--- config.mk ---
export PLATFORM = sky130hd
export DESIGN_NAME = near_match_string_classifier_core_flat
export DESIGN_NICKNAME = d
export VERILOG_FILES = /design/src/rtl/nmsc_pkg.sv /design/src/rtl/nmsc_in_if.sv /design/src/rtl/nmsc_out_if.sv /design/src/rtl/nmsc_input_stage.sv /design/src/rtl/nmsc_tracker.sv /design/src/rtl/near_match_string_classifier_core.sv /design/src/flat_wrapper.sv
export SDC_FILE = /design/constraint.sdc
export NUM_CORES = 1
export LEC_CHECK = 0
export ABC_AREA = 1
export BUFFER_PORTS_ARGS = -buffer_cell sky130_fd_sc_hd__buf_2
export CAP_MARGIN = 25
export CORE_MARGIN = 4
export CORE_UTILIZATION = 40
export DETAILED_ROUTE_END_ITERATION = 8
export GPL_TIMING_DRIVEN = 0
export PLACE_DENSITY_LB_ADDON = 0.1
export SETUP_SLACK_MARGIN = 0.02
export SYNTH_ARGS = -nofsm -noshare
export SYNTH_HDL_FRONTEND = slang
export SYNTH_HIERARCHICAL = 1
export SYNTH_SLANG_ARGS = --single-unit
--- constraint.sdc ---
create_clock -name clk -period 6.5 [get_ports clk]
set_input_delay 0.975 -clock clk [delete_from_list [all_inputs] [get_ports clk]]
set_output_delay 0.975 -clock clk [all_outputs]
set_load 0.02 [all_outputs]
--- src/rtl/nmsc_pkg.sv ---
// Types, codes and per-position functions of the near-match string classifier.
package nmsc_pkg;

  localparam int CHAR_W  = 8;
  localparam int CLASS_W = 4;
  localparam int FLAGS_W = 4;
  localparam int STEPS_W = 2;

  localparam logic [CLASS_W-1:0] CLASS_SAME      = 4'd0;
  localparam logic [CLASS_W-1:0] CLASS_TRANSPOSE = 4'd1;
  localparam logic [CLASS_W-1:0] CLASS_ONE_DIFF  = 4'd2;
  localparam logic [CLASS_W-1:0] CLASS_MULTIPLE  = 4'd3;
  localparam logic [CLASS_W-1:0] CLASS_O_ZERO    = 4'd4;
  localparam logic [CLASS_W-1:0] CLASS_L_ONE     = 4'd5;
  localparam logic [CLASS_W-1:0] CLASS_TWO_Z     = 4'd6;
  localparam logic [CLASS_W-1:0] CLASS_FIVE_S    = 4'd7;
  localparam logic [CLASS_W-1:0] CLASS_N_H       = 4'd8;

  localparam int FLAG_TRANSPOSE = 0;
  localparam int FLAG_ALIGNED   = 1;
  localparam int FLAG_SHIFT_S   = 2;
  localparam int FLAG_SHIFT_T   = 3;
  localparam logic [FLAGS_W-1:0] FLAGS_ALL = '1;

  localparam logic [STEPS_W-1:0] STEPS_NONE = 2'd0;
  localparam logic [STEPS_W-1:0] STEPS_ONE  = 2'd1;
  localparam logic [STEPS_W-1:0] STEPS_MORE = 2'd2;

  localparam logic [CHAR_W-1:0] CHAR_NUL    = 8'h00;
  localparam logic [CHAR_W-1:0] CHAR_BIG_O  = 8'h4F;
  localparam logic [CHAR_W-1:0] CHAR_ZERO   = 8'h30;
  localparam logic [CHAR_W-1:0] CHAR_SMALL_L = 8'h6C;
  localparam logic [CHAR_W-1:0] CHAR_ONE    = 8'h31;
  localparam logic [CHAR_W-1:0] CHAR_TWO    = 8'h32;
  localparam logic [CHAR_W-1:0] CHAR_BIG_Z  = 8'h5A;
  localparam logic [CHAR_W-1:0] CHAR_FIVE   = 8'h35;
  localparam logic [CHAR_W-1:0] CHAR_BIG_S  = 8'h53;
  localparam logic [CHAR_W-1:0] CHAR_SMALL_N = 8'h6E;
  localparam logic [CHAR_W-1:0] CHAR_SMALL_H = 8'h68;

  typedef struct packed {
    logic [CHAR_W-1:0] char_first;
    logic [CHAR_W-1:0] char_second;
    logic              last_item;
  } item_t;

  typedef struct packed {
    logic               all_equal;
    logic [STEPS_W-1:0] steps;
    logic [CHAR_W-1:0]  mm_first;
    logic [CHAR_W-1:0]  mm_second;
    logic [CHAR_W-1:0]  prev_first;
    logic [CHAR_W-1:0]  prev_second;
    logic [FLAGS_W-1:0] flags;
  } track_t;

  localparam track_t TRACK_RESET = '{
    all_equal:   1'b1,
    steps:       STEPS_NONE,
    mm_first:    CHAR_NUL,
    mm_second:   CHAR_NUL,
    prev_first:  CHAR_NUL,
    prev_second: CHAR_NUL,
    flags:       FLAGS_ALL
  };

  function automatic track_t take_position(track_t s, logic [CHAR_W-1:0] x,
                                           logic [CHAR_W-1:0] y);
    track_t n;
    logic [FLAGS_W-1:0] f;
    logic swap;
    n = s;
    f = s.flags;
    swap = (x == s.mm_second) && (y == s.mm_first) && (x != CHAR_NUL) && (y != CHAR_NUL);
    if (s.all_equal) begin
      if (x != y) begin
        n.all_equal = 1'b0;
        n.mm_first  = x;
        n.mm_second = y;
        n.steps     = STEPS_ONE;
        n.flags     = FLAGS_ALL;
      end
    end else begin
      if (x != y) f[FLAG_ALIGNED] = 1'b0;
      if (x != s.prev_second) f[FLAG_SHIFT_S] = 1'b0;
      if (s.prev_first != y) f[FLAG_SHIFT_T] = 1'b0;
      if (s.steps == STEPS_ONE) begin
        if (!swap) f[FLAG_TRANSPOSE] = 1'b0;
        n.steps = STEPS_MORE;
      end else if (x != y) begin
        f[FLAG_TRANSPOSE] = 1'b0;
      end
      n.flags = f;
    end
    n.prev_first  = x;
    n.prev_second = y;
    return n;
  endfunction

  function automatic logic pair_is(logic [CHAR_W-1:0] a, logic [CHAR_W-1:0] b,
                                   logic [CHAR_W-1:0] p, logic [CHAR_W-1:0] q);
    return ((a == p) && (b == q)) || ((a == q) && (b == p));
  endfunction

  function automatic logic [CLASS_W-1:0] substitution_class(logic [CHAR_W-1:0] a,
                                                            logic [CHAR_W-1:0] b);
    logic [CLASS_W-1:0] c;
    priority if (pair_is(a, b, CHAR_BIG_O, CHAR_ZERO))      c = CLASS_O_ZERO;
    else if (pair_is(a, b, CHAR_SMALL_L, CHAR_ONE))         c = CLASS_L_ONE;
    else if (pair_is(a, b, CHAR_TWO, CHAR_BIG_Z))           c = CLASS_TWO_Z;
    else if (pair_is(a, b, CHAR_FIVE, CHAR_BIG_S))          c = CLASS_FIVE_S;
    else if (pair_is(a, b, CHAR_SMALL_N, CHAR_SMALL_H))     c = CLASS_N_H;
    else                                                    c = CLASS_ONE_DIFF;
    return c;
  endfunction

  function automatic logic [CLASS_W-1:0] classify(track_t s);
    logic a_nz;
    logic b_nz;
    logic [CLASS_W-1:0] c;
    a_nz = (s.mm_first != CHAR_NUL);
    b_nz = (s.mm_second != CHAR_NUL);
    priority if (s.all_equal)                                  c = CLASS_SAME;
    else if (a_nz && b_nz && s.flags[FLAG_TRANSPOSE])          c = CLASS_TRANSPOSE;
    else if (a_nz && b_nz && s.flags[FLAG_ALIGNED])
      c = substitution_class(s.mm_first, s.mm_second);
    else if (a_nz && s.flags[FLAG_SHIFT_S])                    c = CLASS_ONE_DIFF;
    else if (b_nz && s.flags[FLAG_SHIFT_T])                    c = CLASS_ONE_DIFF;
    else                                                       c = CLASS_MULTIPLE;
    return c;
  endfunction

endpackage

--- src/rtl/nmsc_in_if.sv ---
// Request channel carrying one character pair per item.
interface nmsc_in_if
  import nmsc_pkg::*;
();
  logic              valid;
  logic              ready;
  logic [CHAR_W-1:0] char_first;
  logic [CHAR_W-1:0] char_second;
  logic              last_item;

  modport source (output valid, char_first, char_second, last_item, input ready);
  modport sink   (input valid, char_first, char_second, last_item, output ready);
endinterface

--- src/rtl/nmsc_out_if.sv ---
// Result channel carrying one match class per string, sent after its last request.
interface nmsc_out_if
  import nmsc_pkg::*;
();
  logic               valid;
  logic               ready;
  logic [CLASS_W-1:0] match_class;

  modport source (output valid, match_class, input ready);
  modport sink   (input valid, match_class, output ready);
endinterface

--- src/rtl/nmsc_input_stage.sv ---
// Input register stage holding one accepted character pair.
module nmsc_input_stage
  import nmsc_pkg::*;
(
  input  logic     clk,
  input  logic     rst,
  nmsc_in_if.sink  items,
  input  logic     advance,
  output item_t    item,
  output logic     item_valid
);

  logic  valid;
  item_t data;

  assign items.ready = !valid || advance;
  assign item        = data;
  assign item_valid  = valid;

  always_ff @(posedge clk) begin
    if (rst) begin
      valid <= 1'b0;
    end else if (items.ready) begin
      valid <= items.valid;
    end
  end

  always_ff @(posedge clk) begin
    if (items.ready && items.valid) begin
      data.char_first  <= items.char_first;
      data.char_second <= items.char_second;
      data.last_item   <= items.last_item;
    end
  end

endmodule

--- src/rtl/nmsc_tracker.sv ---
// Running mismatch tracker, final classification and result register.
module nmsc_tracker
  import nmsc_pkg::*;
(
  input  logic       clk,
  input  logic       rst,
  input  item_t      item,
  input  logic       item_valid,
  output logic       advance,
  nmsc_out_if.source results
);

  track_t             track;
  track_t             track_next;
  track_t             track_final;
  logic               res_valid;
  logic [CLASS_W-1:0] res_class;
  logic               take;

  assign advance     = !item.last_item || !res_valid || results.ready;
  assign take        = item_valid && advance;
  assign track_next  = take_position(track, item.char_first, item.char_second);
  assign track_final = take_position(track_next, CHAR_NUL, CHAR_NUL);

  assign results.valid       = res_valid;
  assign results.match_class = res_class;

  always_ff @(posedge clk) begin
    if (rst) begin
      track <= TRACK_RESET;
    end else if (take) begin
      track <= item.last_item ? TRACK_RESET : track_next;
    end
  end

  always_ff @(posedge clk) begin
    if (rst) begin
      res_valid <= 1'b0;
    end else if (take && item.last_item) begin
      res_valid <= 1'b1;
    end else if (results.ready) begin
      res_valid <= 1'b0;
    end
  end

  always_ff @(posedge clk) begin
    if (take && item.last_item) begin
      res_class <= classify(track_final);
    end
  end

endmodule

--- src/rtl/near_match_string_classifier_core.sv ---
// Top level of the near-match string classifier.
//
//   channel   direction  payload                              handshake
//   items     in         char_first, char_second, last_item   valid/ready
//   results   out        match_class                          valid/ready
//
// One request per cycle unless a last request waits on a stalled result; a last request
// passes the input register, then the tracker and result register, before its class leaves.
// rst clears the tracker and both valid bits.
// A stalled result blocks a following last request and the requests behind it; earlier ones keep flowing.
module near_match_string_classifier_core
  import nmsc_pkg::*;
(
  input  logic       clk,
  input  logic       rst,
  nmsc_in_if.sink    items,
  nmsc_out_if.source results
);

  item_t item;
  logic  item_valid;
  logic  advance;

  nmsc_input_stage u_input_stage (
    .clk        (clk),
    .rst        (rst),
    .items      (items),
    .advance    (advance),
    .item       (item),
    .item_valid (item_valid)
  );

  nmsc_tracker u_tracker (
    .clk        (clk),
    .rst        (rst),
    .item       (item),
    .item_valid (item_valid),
    .advance    (advance),
    .results    (results)
  );

  a_result_source: assert property (@(posedge clk) disable iff (rst)
    $rose(results.valid) |-> $past(item_valid && item.last_item && advance))
    else $error("result appeared without a last request");

  a_result_follows_last: assert property (@(posedge clk) disable iff (rst)
    (item_valid && item.last_item && advance) |=> results.valid)
    else $error("last request produced no result");

  a_class_range: assert property (@(posedge clk) disable iff (rst)
    results.valid |-> (results.match_class <= CLASS_N_H))
    else $error("match class out of range");

  a_stall_cause: assert property (@(posedge clk) disable iff (rst)
    (item_valid && !advance) |-> (item.last_item && results.valid && !results.ready))
    else $error("input stage stalled without a pending result");

endmodule
--- src/flat_wrapper.sv ---
// flat-port wrapper written by rule: the top's interface ports become plain ports
module near_match_string_classifier_core_flat import nmsc_pkg::*;
  (clk, rst, items_valid, items_char_first, items_char_second, items_last_item, items_ready, results_valid, results_match_class, results_ready);
  nmsc_in_if items_i ();
  nmsc_out_if results_i ();
  input  logic clk;
  input  logic rst;
  input wire logic [$bits(items_i.valid)-1:0] items_valid;
  input wire logic [$bits(items_i.char_first)-1:0] items_char_first;
  input wire logic [$bits(items_i.char_second)-1:0] items_char_second;
  input wire logic [$bits(items_i.last_item)-1:0] items_last_item;
  output wire logic [$bits(items_i.ready)-1:0] items_ready;
  output wire logic [$bits(results_i.valid)-1:0] results_valid;
  output wire logic [$bits(results_i.match_class)-1:0] results_match_class;
  input wire logic [$bits(results_i.ready)-1:0] results_ready;
  assign items_i.valid = items_valid;
  assign items_i.char_first = items_char_first;
  assign items_i.char_second = items_char_second;
  assign items_i.last_item = items_last_item;
  assign items_ready = items_i.ready;
  assign results_valid = results_i.valid;
  assign results_match_class = results_i.match_class;
  assign results_i.ready = results_ready;
  near_match_string_classifier_core u_core (.clk(clk), .rst(rst), .items(items_i), .results(results_i));
endmodule
==> summary.md, run 1 <==
| Metric | Value |
|---|---|
| Sequential fraction of the synthesis area | 37.3% |
| Worst R2R Start | u_core/u_input_stage/item[14]$_DFFE_PP_ |
| Clock buffer depth | 2 |
| Max-slew headroom | 39.9% |
| IO buf count | 26 |
| Root Buffer | clkbuf_8 |
| Worst EP required | 6600 ps |
| Slew Viols, Final | 0 |
| Setup Skew | between 10 and 15 ps |
| TritonRoute pass-1 iters | 5 |
| Area of the multi-input gates | 2080 µm² |
| CP Capture Type | register |
| Gpl congestion | 0.963 |
| Post-synthesis compound-gate area fraction | 9.86% |
| CP arrival | ~2800 ps |
| Chip Width | 107 µm |
| Crit path from | u_core/u_input_stage/item[14]$_DFFE_PP_ |
| Worst-skew pair later-pin latency | 350 ps |
| Final nets | 645 |
| Max Clk Rate | around 0.37 GHz |
| Share of layout cells above drive strength 1 | 16.1% |
| Worst-margin pin slew | approximately 900 ps |
| RSZ-0062 raised after global routing | no |
| Final core utilization | 46.8% |
| CTS Buf Count | 9 |
| Switching part of the total | 30.5% |
| Pre-CTS WS | ~3800 ps |
| Antenna violations before repair | 0 |
| Final Hold Fails | 0 |
| Synthesized flop and latch total | 62 |
| Register area | 1450 µm² |
| Crit path max fanout | 10 |
| Period utilization | 41.5% |
| Post-route cell area | 4390 µm² |
| Clk sinks | 62 |
| Hold_ws | roughly 470 ps |
| Fin cells | 758 |
| Status | finished, final reports clean |
| Setup Buffers After CTS | 0 |
| LEAKAGE | approximately 1.9 nW |
| Die height | 107 µm |
| Syn avg cell area | 6.64 µm² |
| Peak supply drop | between 0.1 and 0.15 mV |
| Pwr dens | 213 nW/µm² |
| First-pass GRT wire length | 18400 µm |
| Synth Area in Adders | 0% |
| Sequential Power Share | 46.3% |
| Htree depth | 3 |
| HPWL after detailed placement | 8820 µm |
| CTS Hold Buffers Added | 0 |
| Largest net degree at the start of global routing | 18 |
| Io pins | 27 |
| Type of the worst setup path | register to register |
| Synth-to-layout area growth | 12.7% |
| 1st-iter DRT viols | 332 |
| Met2 WL | 5310 µm |
| Die area | 11400 µm² |
| Initial core utilization | 41.6% |
| MaxCap Viol Count | 0 |
| Clock power share | about 37% |
| Largest family of logic cells by synthesized area | simple AND/OR/NAND/NOR gates |
| Mean routed wirelength per cell | 15.0 µm |
| ANT cells | 0 |
| DRT antenna net count | 0 |
| Internal power | 0.648 mW |
| Top Layer Used | met4 |
| CTS tree | yes |
| Fin crit period | between 2000 and 3000 ps |
| Xor and xnor area share after synthesis | 3.60% |
| Num rows | 35 |
| Gr ovfl total | 0 |
| Gate Count Post-Synth | 587 |
| HP Class | register to register |
| WL met3 | 751 µm |
| Placed insts | 742 |
| Post-CTS Resized | 0 |
| Detailed Route WL | 11400 µm |
| Ys Warns | 6 |
| Synth Area in Simple Gates | 39.8% |
| Post-Route M1 WL | 5040 µm |
| DP Area | 4190 µm² |
| Logic pwr share | 17.0% |
| Synth unique cells | 32 |
| Routed vias/inst | 5.11 |
| Global-route usage over all layers | 20.8% |
| Clk slew on worst S/H paths | 80 ps |
| Syn_nets | 608 |
| HP Start | u_core/u_tracker/track[3]$_SDFFE_PP1P_ |
| FILL cells | 1009 |
| Type of origin of the critical path | register |
| Final WS setup | ~3800 ps |
| Mapped cell area | 3900 µm² |
| Sw power | 0.285 mW |
| Vias in the first global route | 3606 |
| Pwr Total | between 0.9 and 1 mW |
| # setup viols final | 0 |
| Multiplexer share of the synthesized area | 0% |
| Final TNS setup | 0 ps |
| DRC viols | 0 |
| Core ar. | ~9400 µm² |
| Vias | 3872 |
critical path: stages, from the launching register on:
cell and delay (ps):
edfxtp_1 480, inv_1 250, nand2_1 90, nand2_1 70, nand3_1 90, nor2_2 140
nand2_4 130, nand2_8 130, buf_8 150, nand2_1 50, nand2_1 150, nand2_1 100
nor2_1 170, nand2_1 70, nand2_1 70, nand3_1 120, nand3_1 120, a21oi_1 60
state kept, by name, summed over array words and instances, names as in the netlist:
name,flops
u_core/u_input_stage/item,17
u_core/u_tracker/results.valid,1
u_core/u_tracker/results.match_class,4
u_core/u_tracker/track,39
u_core/u_input_stage/item_valid,1
placed cells by master (no fill, tap or decap), drive strengths merged, types with 3 or more instances in the layout:
cell / netlist / layout
inv: 58 / 58
buf: 12 / 38
nand2: 228 / 228
clkbuf: 13 / 22
or2: 9 / 9
dfxtp: 41 / 41
nand3: 47 / 47
o22ai: 12 / 12
nand4: 8 / 8
nor3: 3 / 3
o21ai: 10 / 10
clkinv: 0 / 4
edfxtp: 21 / 21
a21oi: 47 / 47
nor2: 60 / 60
xnor2: 14 / 14
layer usage:
| metal | track usage, % | vias to the layer above |
|---|---|---|
| met5 | 0 | - |
| met4 | 7.31 | 0 |
| met3 | 3.91 | 23 |
| met2 | 34.6 | 132 |
| met1 | 26.9 | 1773 |
| li1 | - | 1944 |
area by class of cell:
cell class	count	share of cell area, %
multi-input cells	442	47.4
repair buffers	26	2.96
clock inverters	7	1.71
well taps	129	3.68
flip-flops and latches	62	33.1
plain buffers	25	3.45
inverters	58	4.96
clock buffers	9	2.82
worst paths after layout:
| path | to | slack, ps | cells after the start |
|---|---|---|---|
| setup / recovery | u_core/u_tracker/results.match_class[1]$_SDFFCE_PP0P_ | 3800 | 17 |
| hold / removal | u_core/u_tracker/track[3]$_SDFFE_PP1P_ | 470 | 2 |
| hold reg to reg | u_core/u_tracker/track[3]$_SDFFE_PP1P_ | 470 | 2 |
| setup reg to reg | u_core/u_tracker/results.match_class[1]$_SDFFCE_PP0P_ | 3800 | 17 |
cell families (layout without fill, tap and decap cells):
kind of cell,after synthesis,count (layout)
AOI/OAI and AO/OA,71,71
xor gates and xnor gates,16,16
buffers and inverters,83,125
DFF,62,62
and+or+nand+nor,355,355
power groups by stage:
stage,logic (mW),clock network [mW],registers [mW]
after detailed placement,0.158,0,0.441
final,0.159,0.342,0.432
after global routing,0.178,0.366,0.434
after floorplan,0.114,0,0.437
after global placement,0.157,0,0.441
after CTS,0.158,0.353,0.432
synth_stat cells, drive strengths merged:
master,n,area share [%]
nand2,228,24
or2,9,1.4
buf,12,2.6
nand4,8,1.3
nor3,3,0.51
nor2,60,6.3
o21ai,10,1.3
o22ai,12,1.9
nand3,47,6.2
a21oi,47,6.2
clkbuf,13,1.3
xor2,2,0.45
dfxtp,41,21
xnor2,14,3.1
inv,58,5.6
a221oi,1,0.22
edfxtp,21,16
a21boi,1,0.19
No activity file was read; power rests on OpenSTA's default activity.
==> run 2, diff against run 1 <==
- clock period: 6.5 -> 2.7 ns (I/O delays scaled with it)
==> run 2 against run 1 <==
  * Sequential cell count unchanged
  * Core utilization increased by 2.1 points
  * Clock power increased by 140%
  * Critical endpoint unchanged
  * Largest cell class unchanged
  * Largest power group unchanged
==> summary.md, run 2 (same netlist as run 1, synthesis figures left out) <==
| Metric | Value |
|---|---|
| CP Capture Type | register |
| Largest net degree at the start of global routing | 18 |
| R2r endpoint | u_core/u_tracker/results.match_class[1]$_SDFFCE_PP0P_ |
| Worst R2R Start | u_core/u_input_stage/item[10]$_DFFE_PP_ |
| LEAKAGE | 1.96 nW |
| Fin crit period | 2550 ps |
| Worst EP required | 2800 ps |
| Max Clk Rate | a little under 0.4 GHz |
| Status | finished, final reports clean |
| Antenna violations before repair | 0 |
| Chip Width | 107 µm |
| Die area | 11400 µm² |
| Clk slew on worst S/H paths | around 80 ps |
| CTS tree | yes |
| MaxCap Viol Count | 0 |
| Gr ovfl total | 0 |
| Peak supply drop | ~0.34 mV |
| Crit path from | u_core/u_input_stage/item[10]$_DFFE_PP_ |
| Mean routed wirelength per cell | 14.9 µm |
| Detailed Route WL | roughly 12000 µm |
| Vias in the first global route | 3606 |
| CTS Buf Count | 9 |
| Type of origin of the critical path | register |
| Vias | 3943 |
| Largest register by flop count | u_core/u_tracker/track |
| HPWL after detailed placement | slightly below 9000 µm |
| Synth-to-layout area growth | 17.7% |
| Area of the multi-input gates | 2130 µm² |
| First-pass GRT wire length | 18400 µm |
| Most common cell after layout, fill and taps aside | nand2_1 |
| Worst Setup EP | u_core/u_tracker/results.match_class[1]$_SDFFCE_PP0P_ |
| Setup Skew | between 10 and 15 ps |
| ANT cells | 0 |
| Flop2flop setup slack | 150 ps |
| Post-route cell area | between 4000 and 5000 µm² |
| RSZ-0062 raised after global routing | yes |
| TritonRoute pass-1 iters | 5 |
| Die height | 107 µm |
| Clk sinks | 62 |
| Core ar. | 9370 µm² |
| HP Class | input port to register |
| CP arrival | 2660 ps |
| Gpl congestion | 0.963 |
| Global-route usage over all layers | 20.8% |
| Max-slew headroom | 39.4% |
| Final Hold Fails | 0 |
| Htree depth | 3 |
| Type of the worst setup path | register to register |
| Crit path max fanout | 10 |
| # setup viols final | 0 |
| R2R depth | 17 |
| HP Start | rst |
| Max reg flops | 39 |
| DRT antenna net count | 0 |
| Final nets | 664 |
| Hold_ws | 225 ps |
| IO buf count | 26 |
| Share of layout cells above drive strength 1 | about a fifth |
| DP Area | 4190 µm² |
| Period utilization | 94.5% |
| Num rows | 35 |
| Io pins | 27 |
| FILL cells | 993 |
| Initial core utilization | 41.6% |
| Worst-skew pair later-pin latency | between 300 and 400 ps |
| Clock buffer depth | 2 |
| 1st-iter DRT viols | between 300 and 400 |
| DRC viols | 0 |
| CTS Hold Buffers Added | 0 |
| Slew Viols, Final | 0 |
| Pwr dens | around 500 nW/µm² |
| Worst-margin pin slew | 909 ps |
| Commonest non-fill, non-tap cells in the layout | nand2_1, inv_1, nor2_1, nand3_1, a21oi_1 |
| Routed vias/inst | 5.07 |
| Pwr Total | between 2 and 2.5 mW |
| Register area | 1450 µm² |
| Root Buffer | clkbuf_8 |
[run 2: power breakdown]
group / internal (mW) / total [mW] / switching (mW)
Sequential: 1.00 / 1.04 / 0.0330
Combinational: 0.147 / 0.415 / 0.268
Clock: 0.427 / 0.820 / 0.393
Total: 1.58 / 2.27 / 0.694
[run 2: cell type report]
cell class / instances / area share (%)
Buffer: 25 / 3.55
Sequential cell: 62 / 31.7
Clock buffer: 9 / 2.70
Timing Repair Buffer: 43 / 5.62
Clock inverter: 7 / 1.64
Multi-Input combinational cell: 444 / 46.5
Inverter: 58 / 4.80
Tap cell: 129 / 3.52
[run 2: worst min-delay path by stage]
stage,endpoint,cells after the start
2_1_floorplan,u_core/u_tracker/track[3]$_SDFFE_PP1P_,2
3_3_place_gp,u_core/u_tracker/track[3]$_SDFFE_PP1P_,2
3_5_place_dp,u_core/u_tracker/track[3]$_SDFFE_PP1P_,2
4_1_cts,u_core/u_input_stage/item_valid$_SDFFE_PP0P_,2
5_1_grt,u_core/u_input_stage/item_valid$_SDFFE_PP0P_,2
6_report,u_core/u_input_stage/item_valid$_SDFFE_PP0P_,2
[run 2: metrics by stage]
step / utilization (%) / setup slack (ps) / cells / setup TNS, ps
after floorplan: - / 564 / 587 / 0
final: 48.9 / 149 / 777 / 0
after global routing: 48.9 / -9.94 / 777 / -9.94
after detailed placement: 44.7 / 32.8 / 742 / 0
after CTS: 46.8 / 96.3 / 758 / 0
after global placement: 44.7 / 47.8 / 742 / 0
[run 2: metal layers]
metal  track usage, %  routed length (µm)  vias up
met5                0                   0        -
met4             7.31                 264        0
met3             3.91                 651       21
met2             34.6                5470      143
met1             26.9                5170     1795
li1                 -                   -     1984
[run 2: repair_timing]
action	CTS	global route
setup buffers	0	17
resized for setup	1	23
cloned	0	2
setup endpoints to repair	1	4
pin swaps	0	4
[run 2: critical path: stages, from the launching register on]
cell and delay, ps:
edfxtp_1 490, inv_1 180, nand2_1 70, nand2_1 60, nand2_1 80, nor2_4 120
nand2_4 120, nand2_8 120, buf_8 150, nand2_1 60, nand2_1 170, nand2_1 130
nor2_2 150, nand2_1 60, nand2_1 70, nand3_1 110, nand3_1 120, a21oi_1 60
==> run 3, diff against run 2 <==
- SYNTH_HIERARCHICAL: 1 -> unset
==> run 3 against run 2 <==
  * Synthesized cell count shrank 1.0%
  * Sequential share of layout area is 0.85 points higher
  * Combinational power barely moved
  * Non-clock buffer count decreased by 4
  * Synthesized area barely moved
  * Critical path depth unchanged
  * Sequential cell count unchanged
  * Die area about the same
  * First-iteration DRC count down 19%
  * Clock-buffer cell count stayed put
  * Setup slack improved by 40 ps
  * Critical endpoint is now u_core.u_tracker.results.match_class[0]$_SDFFCE_PP0P_
  * Highest routed layer unchanged
==> summary.md, run 3 <==
| Metric | Value |
|---|---|
| Commonest non-fill, non-tap cells in the layout | nand2_1, nor2_1, inv_1, a21oi_1, nand3_1 |
| CTS tree | yes |
| HP Class | input port to register |
| Vias in the first global route | 3359 |
| Clk slew on worst S/H paths | about 80 ps |
| CP Capture Type | register |
| Worst-skew pair later-pin latency | 360 ps |
| Gpl congestion | about 0.94 |
| CTS Hold Buffers Added | 0 |
| Top cells by instance count after synthesis | nand2_1, nor2_1, inv_1 |
| Slowest CP cell | edfxtp_1 |
| Worst R2R Start | u_core.u_input_stage.item[9]$_DFFE_PP_ |
| ANT cells | 0 |
| DRT antenna net count | 0 |
| # setup viols final | 0 |
| Initial core utilization | 41.5% |
| TritonRoute pass-1 iters | 5 |
| Htree depth | 3 |
| Io pins | 27 |
| Status | finished, final reports clean |
| Gr ovfl total | 0 |
| Core ar. | 9370 µm² |
| MaxCap Viol Count | 0 |
| Root Buffer | clkbuf_8 |
| 1st-iter DRT viols | 263 |
| First-pass GRT wire length | 18000 µm |
| Setup Skew | 11.8 ps |
| Count leader, synth | nand2_1 |
| Worst-margin pin slew | ~700 ps |
| Final Hold Fails | 0 |
| Detailed Route WL | 11300 µm |
| Area of the multi-input gates | 2080 µm² |
| Die area | 11400 µm² |
| Fin crit period | 2510 ps |
| Type of the worst setup path | register to register |
| Max-slew headroom | 53.7% |
| Synth-to-layout area growth | 14.7% |
| Yosys top cell area share | 21.1% |
| Synthesized flop and latch total | 62 |
| Sequential fraction of the synthesis area | 37.3% |
| CTS Buf Count | 9 |
| Routed vias/inst | 4.99 |
| Crit path buffers/inverters | 2 |
| Max reg flops | 39 |
| Global-route usage over all layers | 20.5% |
| Hold path cells | 1 |
| Slew Viols, Final | 0 |
| Vias | 3795 |
| Pwr dens | 514 nW/µm² |
| Chip Width | 107 µm |
| LEAKAGE | 1.88 nW |
| Mapped cell area | 3890 µm² |
| Gate Count Post-Synth | 581 |
| RSZ-0062 raised after global routing | no |
| Die height | 107 µm |
| Final WS setup | 189 ps |
| Synth unique cells | 33 |
| Peak supply drop | 0.360 mV |
| Primary FF master, synth | dfxtp_1 |
| Final TNS setup | 0 ps |
| Syn avg cell area | 6.70 µm² |
| CP arrival | 2620 ps |
| Ys Warns | 0 |
| Final nets | 647 |
| Register area | 1450 µm² |
| Share of flip-flops with an asynchronous set or reset | 0% |
| Yosys top cell by area | dfxtp_1 |
| Worst EP required | 2810 ps |
| FILL cells | 981 |
| Hold endpoint | u_core.u_input_stage.item[7]$_DFFE_PP_ |
| Type of origin of the critical path | register |
| Most common cell after layout, fill and taps aside | nand2_1 |
| Flop2flop setup slack | roughly 190 ps |
| Crit-path cells | inv_2 -> nand2_1 -> nand2_1 -> nand2_1 -> nor2_2 -> nand2_4 -> buf_2 -> nand3_1 -> nand2_1 -> nand2_1 -> nor2_1 -> nand2_1 -> nand2_2 -> nor2_2 -> nor2_1 -> nor2_1 -> a21oi_2 |
| Number of flops mapped to enable cells by yosys | 21 |
| Crit path max-delay family | simple AND/OR/NAND/NOR gates |
| Share of layout cells above drive strength 1 | roughly 18% |
| Crit path max fanout | 10 |
| Syn_nets | ~600 |
| Largest net degree at the start of global routing | 18 |
| IO buf count | 25 |
| R2r endpoint | u_core.u_tracker.results.match_class[0]$_SDFFCE_PP0P_ |
| Num rows | 35 |
| Hold_ws | 219 ps |
| Clk sinks | 62 |
| Max Clk Rate | 0.398 GHz |
| Antenna violations before repair | 0 |
| Ranking of synthesized cells by area | dfxtp_1, nand2_1, edfxtp_1 |
| HP Start | items_char_second[6] |
| Largest register by flop count | u_core.u_tracker.track |
| Clock buffer depth | 2 |
| DRC viols | 0 |
| HPWL after detailed placement | 8470 µm |
| R2R depth | 17 |
| Period utilization | 93.0% |
| Worst path max stage delay | 520 ps |
| Mean routed wirelength per cell | 14.9 µm |
| Pre-CTS WS | 137 ps |
| Most frequent cell on the critical path | nand2_1 |
run 3: changes by cell type after synthesis, moves of 3 or more:
| cell | before | now |
|---|---|---|
| or2_2 | 8 | 5 |
| inv_1 | 56 | 47 |
| o22ai_1 | 12 | 7 |
| xnor2_1 | 14 | 18 |
| inv_2 | 2 | 8 |
| nand2_2 | 24 | 20 |
| buf_2 | 5 | 10 |
| nand3_1 | 46 | 43 |
| nand4_1 | 8 | 5 |
| xor2_1 | 2 | 5 |
run 3: stage by stage:
stage	cells	util [%]	instance area [µm²]	total power [mW]
2_1_floorplan	581	-	3890	1.34
3_3_place_gp	735	44.6	4180	1.45
3_5_place_dp	735	44.6	4180	1.45
4_1_cts	751	46.7	4380	2.30
5_1_grt	760	47.6	4460	2.40
6_report	760	47.6	4460	2.29
run 3: kinds of logic (layout without fill, tap and decap cells):
group / count (synthesis) / count (layout) / synth area share, %
buf+inv: 85 / 135 / 9.68
xor+xnor: 23 / 23 / 5.18
simple gates: 346 / 346 / 38.9
compound gates: 65 / 65 / 8.97
flops: 62 / 62 / 37.3
run 3: power breakdown:
group | switching [mW] | internal, mW
clock network | 0.419 | 0.427
logic | 0.267 | 0.145
registers | 0.0315 | 1.00
run 3: layout make-up:
class	count	share of cell area, %
multi-input cells	434	46.6
well taps	129	3.62
clock inverters	7	1.65
clock buffers	9	2.77
flip-flops and latches	62	32.5
inverters	55	4.62
plain buffers	30	3.92
repair buffers	34	4.32
run 3: worst register-to-register path, cell delays in order, from the launching register on:
cell      delay [ps]
edfxtp_1         520
inv_2            130
nand2_1           50
nand2_1           50
nand2_1           80
nor2_2           150
nand2_4          110
buf_2            220
nand3_1          130
nand2_1           90
nand2_1           80
nor2_1            40
nand2_1          140
nand2_2           80
nor2_2           120
nor2_1            60
nor2_1           130
a21oi_2           70
run 3: timing repair:
| action | 4_1_cts | 5_1_grt |
|---|---|---|
| setup buffers | 0 | 9 |
| resized for setup | 0 | 6 |
| hold endpoints to repair | 0 | 0 |
| setup endpoints to repair | 0 | 3 |
run 3: worst max-delay path by stage:
stage / startpoint / endpoint / slack, ps / depth (start not counted)
detailed placement: u_core.u_input_stage.item[10]$_DFFE_PP_ / u_core.u_tracker.results.match_class[0]$_SDFFCE_PP0P_ / 140 / 17
floorplan: u_core.u_input_stage.item[6]$_DFFE_PP_ / u_core.u_tracker.results.match_class[0]$_SDFFCE_PP0P_ / 560 / 18
global placement: u_core.u_input_stage.item[10]$_DFFE_PP_ / u_core.u_tracker.results.match_class[0]$_SDFFCE_PP0P_ / 160 / 17
finish: u_core.u_input_stage.item[9]$_DFFE_PP_ / u_core.u_tracker.results.match_class[0]$_SDFFCE_PP0P_ / 190 / 17
global route: u_core.u_input_stage.item[4]$_DFFE_PP_ / u_core.u_tracker.results.match_class[0]$_SDFFCE_PP0P_ / 20 / 16
CTS: u_core.u_input_stage.item[10]$_DFFE_PP_ / u_core.u_tracker.results.match_class[0]$_SDFFCE_PP0P_ / 120 / 17
run 3: per-layer routing:
| layer | share of wire [%] | up-vias | routed length (µm) | global-route usage [%] |
|---|---|---|---|---|
| met5 | 0 | - | 0 | 0 |
| met4 | 2.3 | 0 | 261 | 5.94 |
| met3 | 6.7 | 19 | 759 | 2.95 |
| met2 | 46 | 142 | 5210 | 33.1 |
| met1 | 45 | 1709 | 5060 | 28.6 |
| li1 | - | 1925 | - | - |
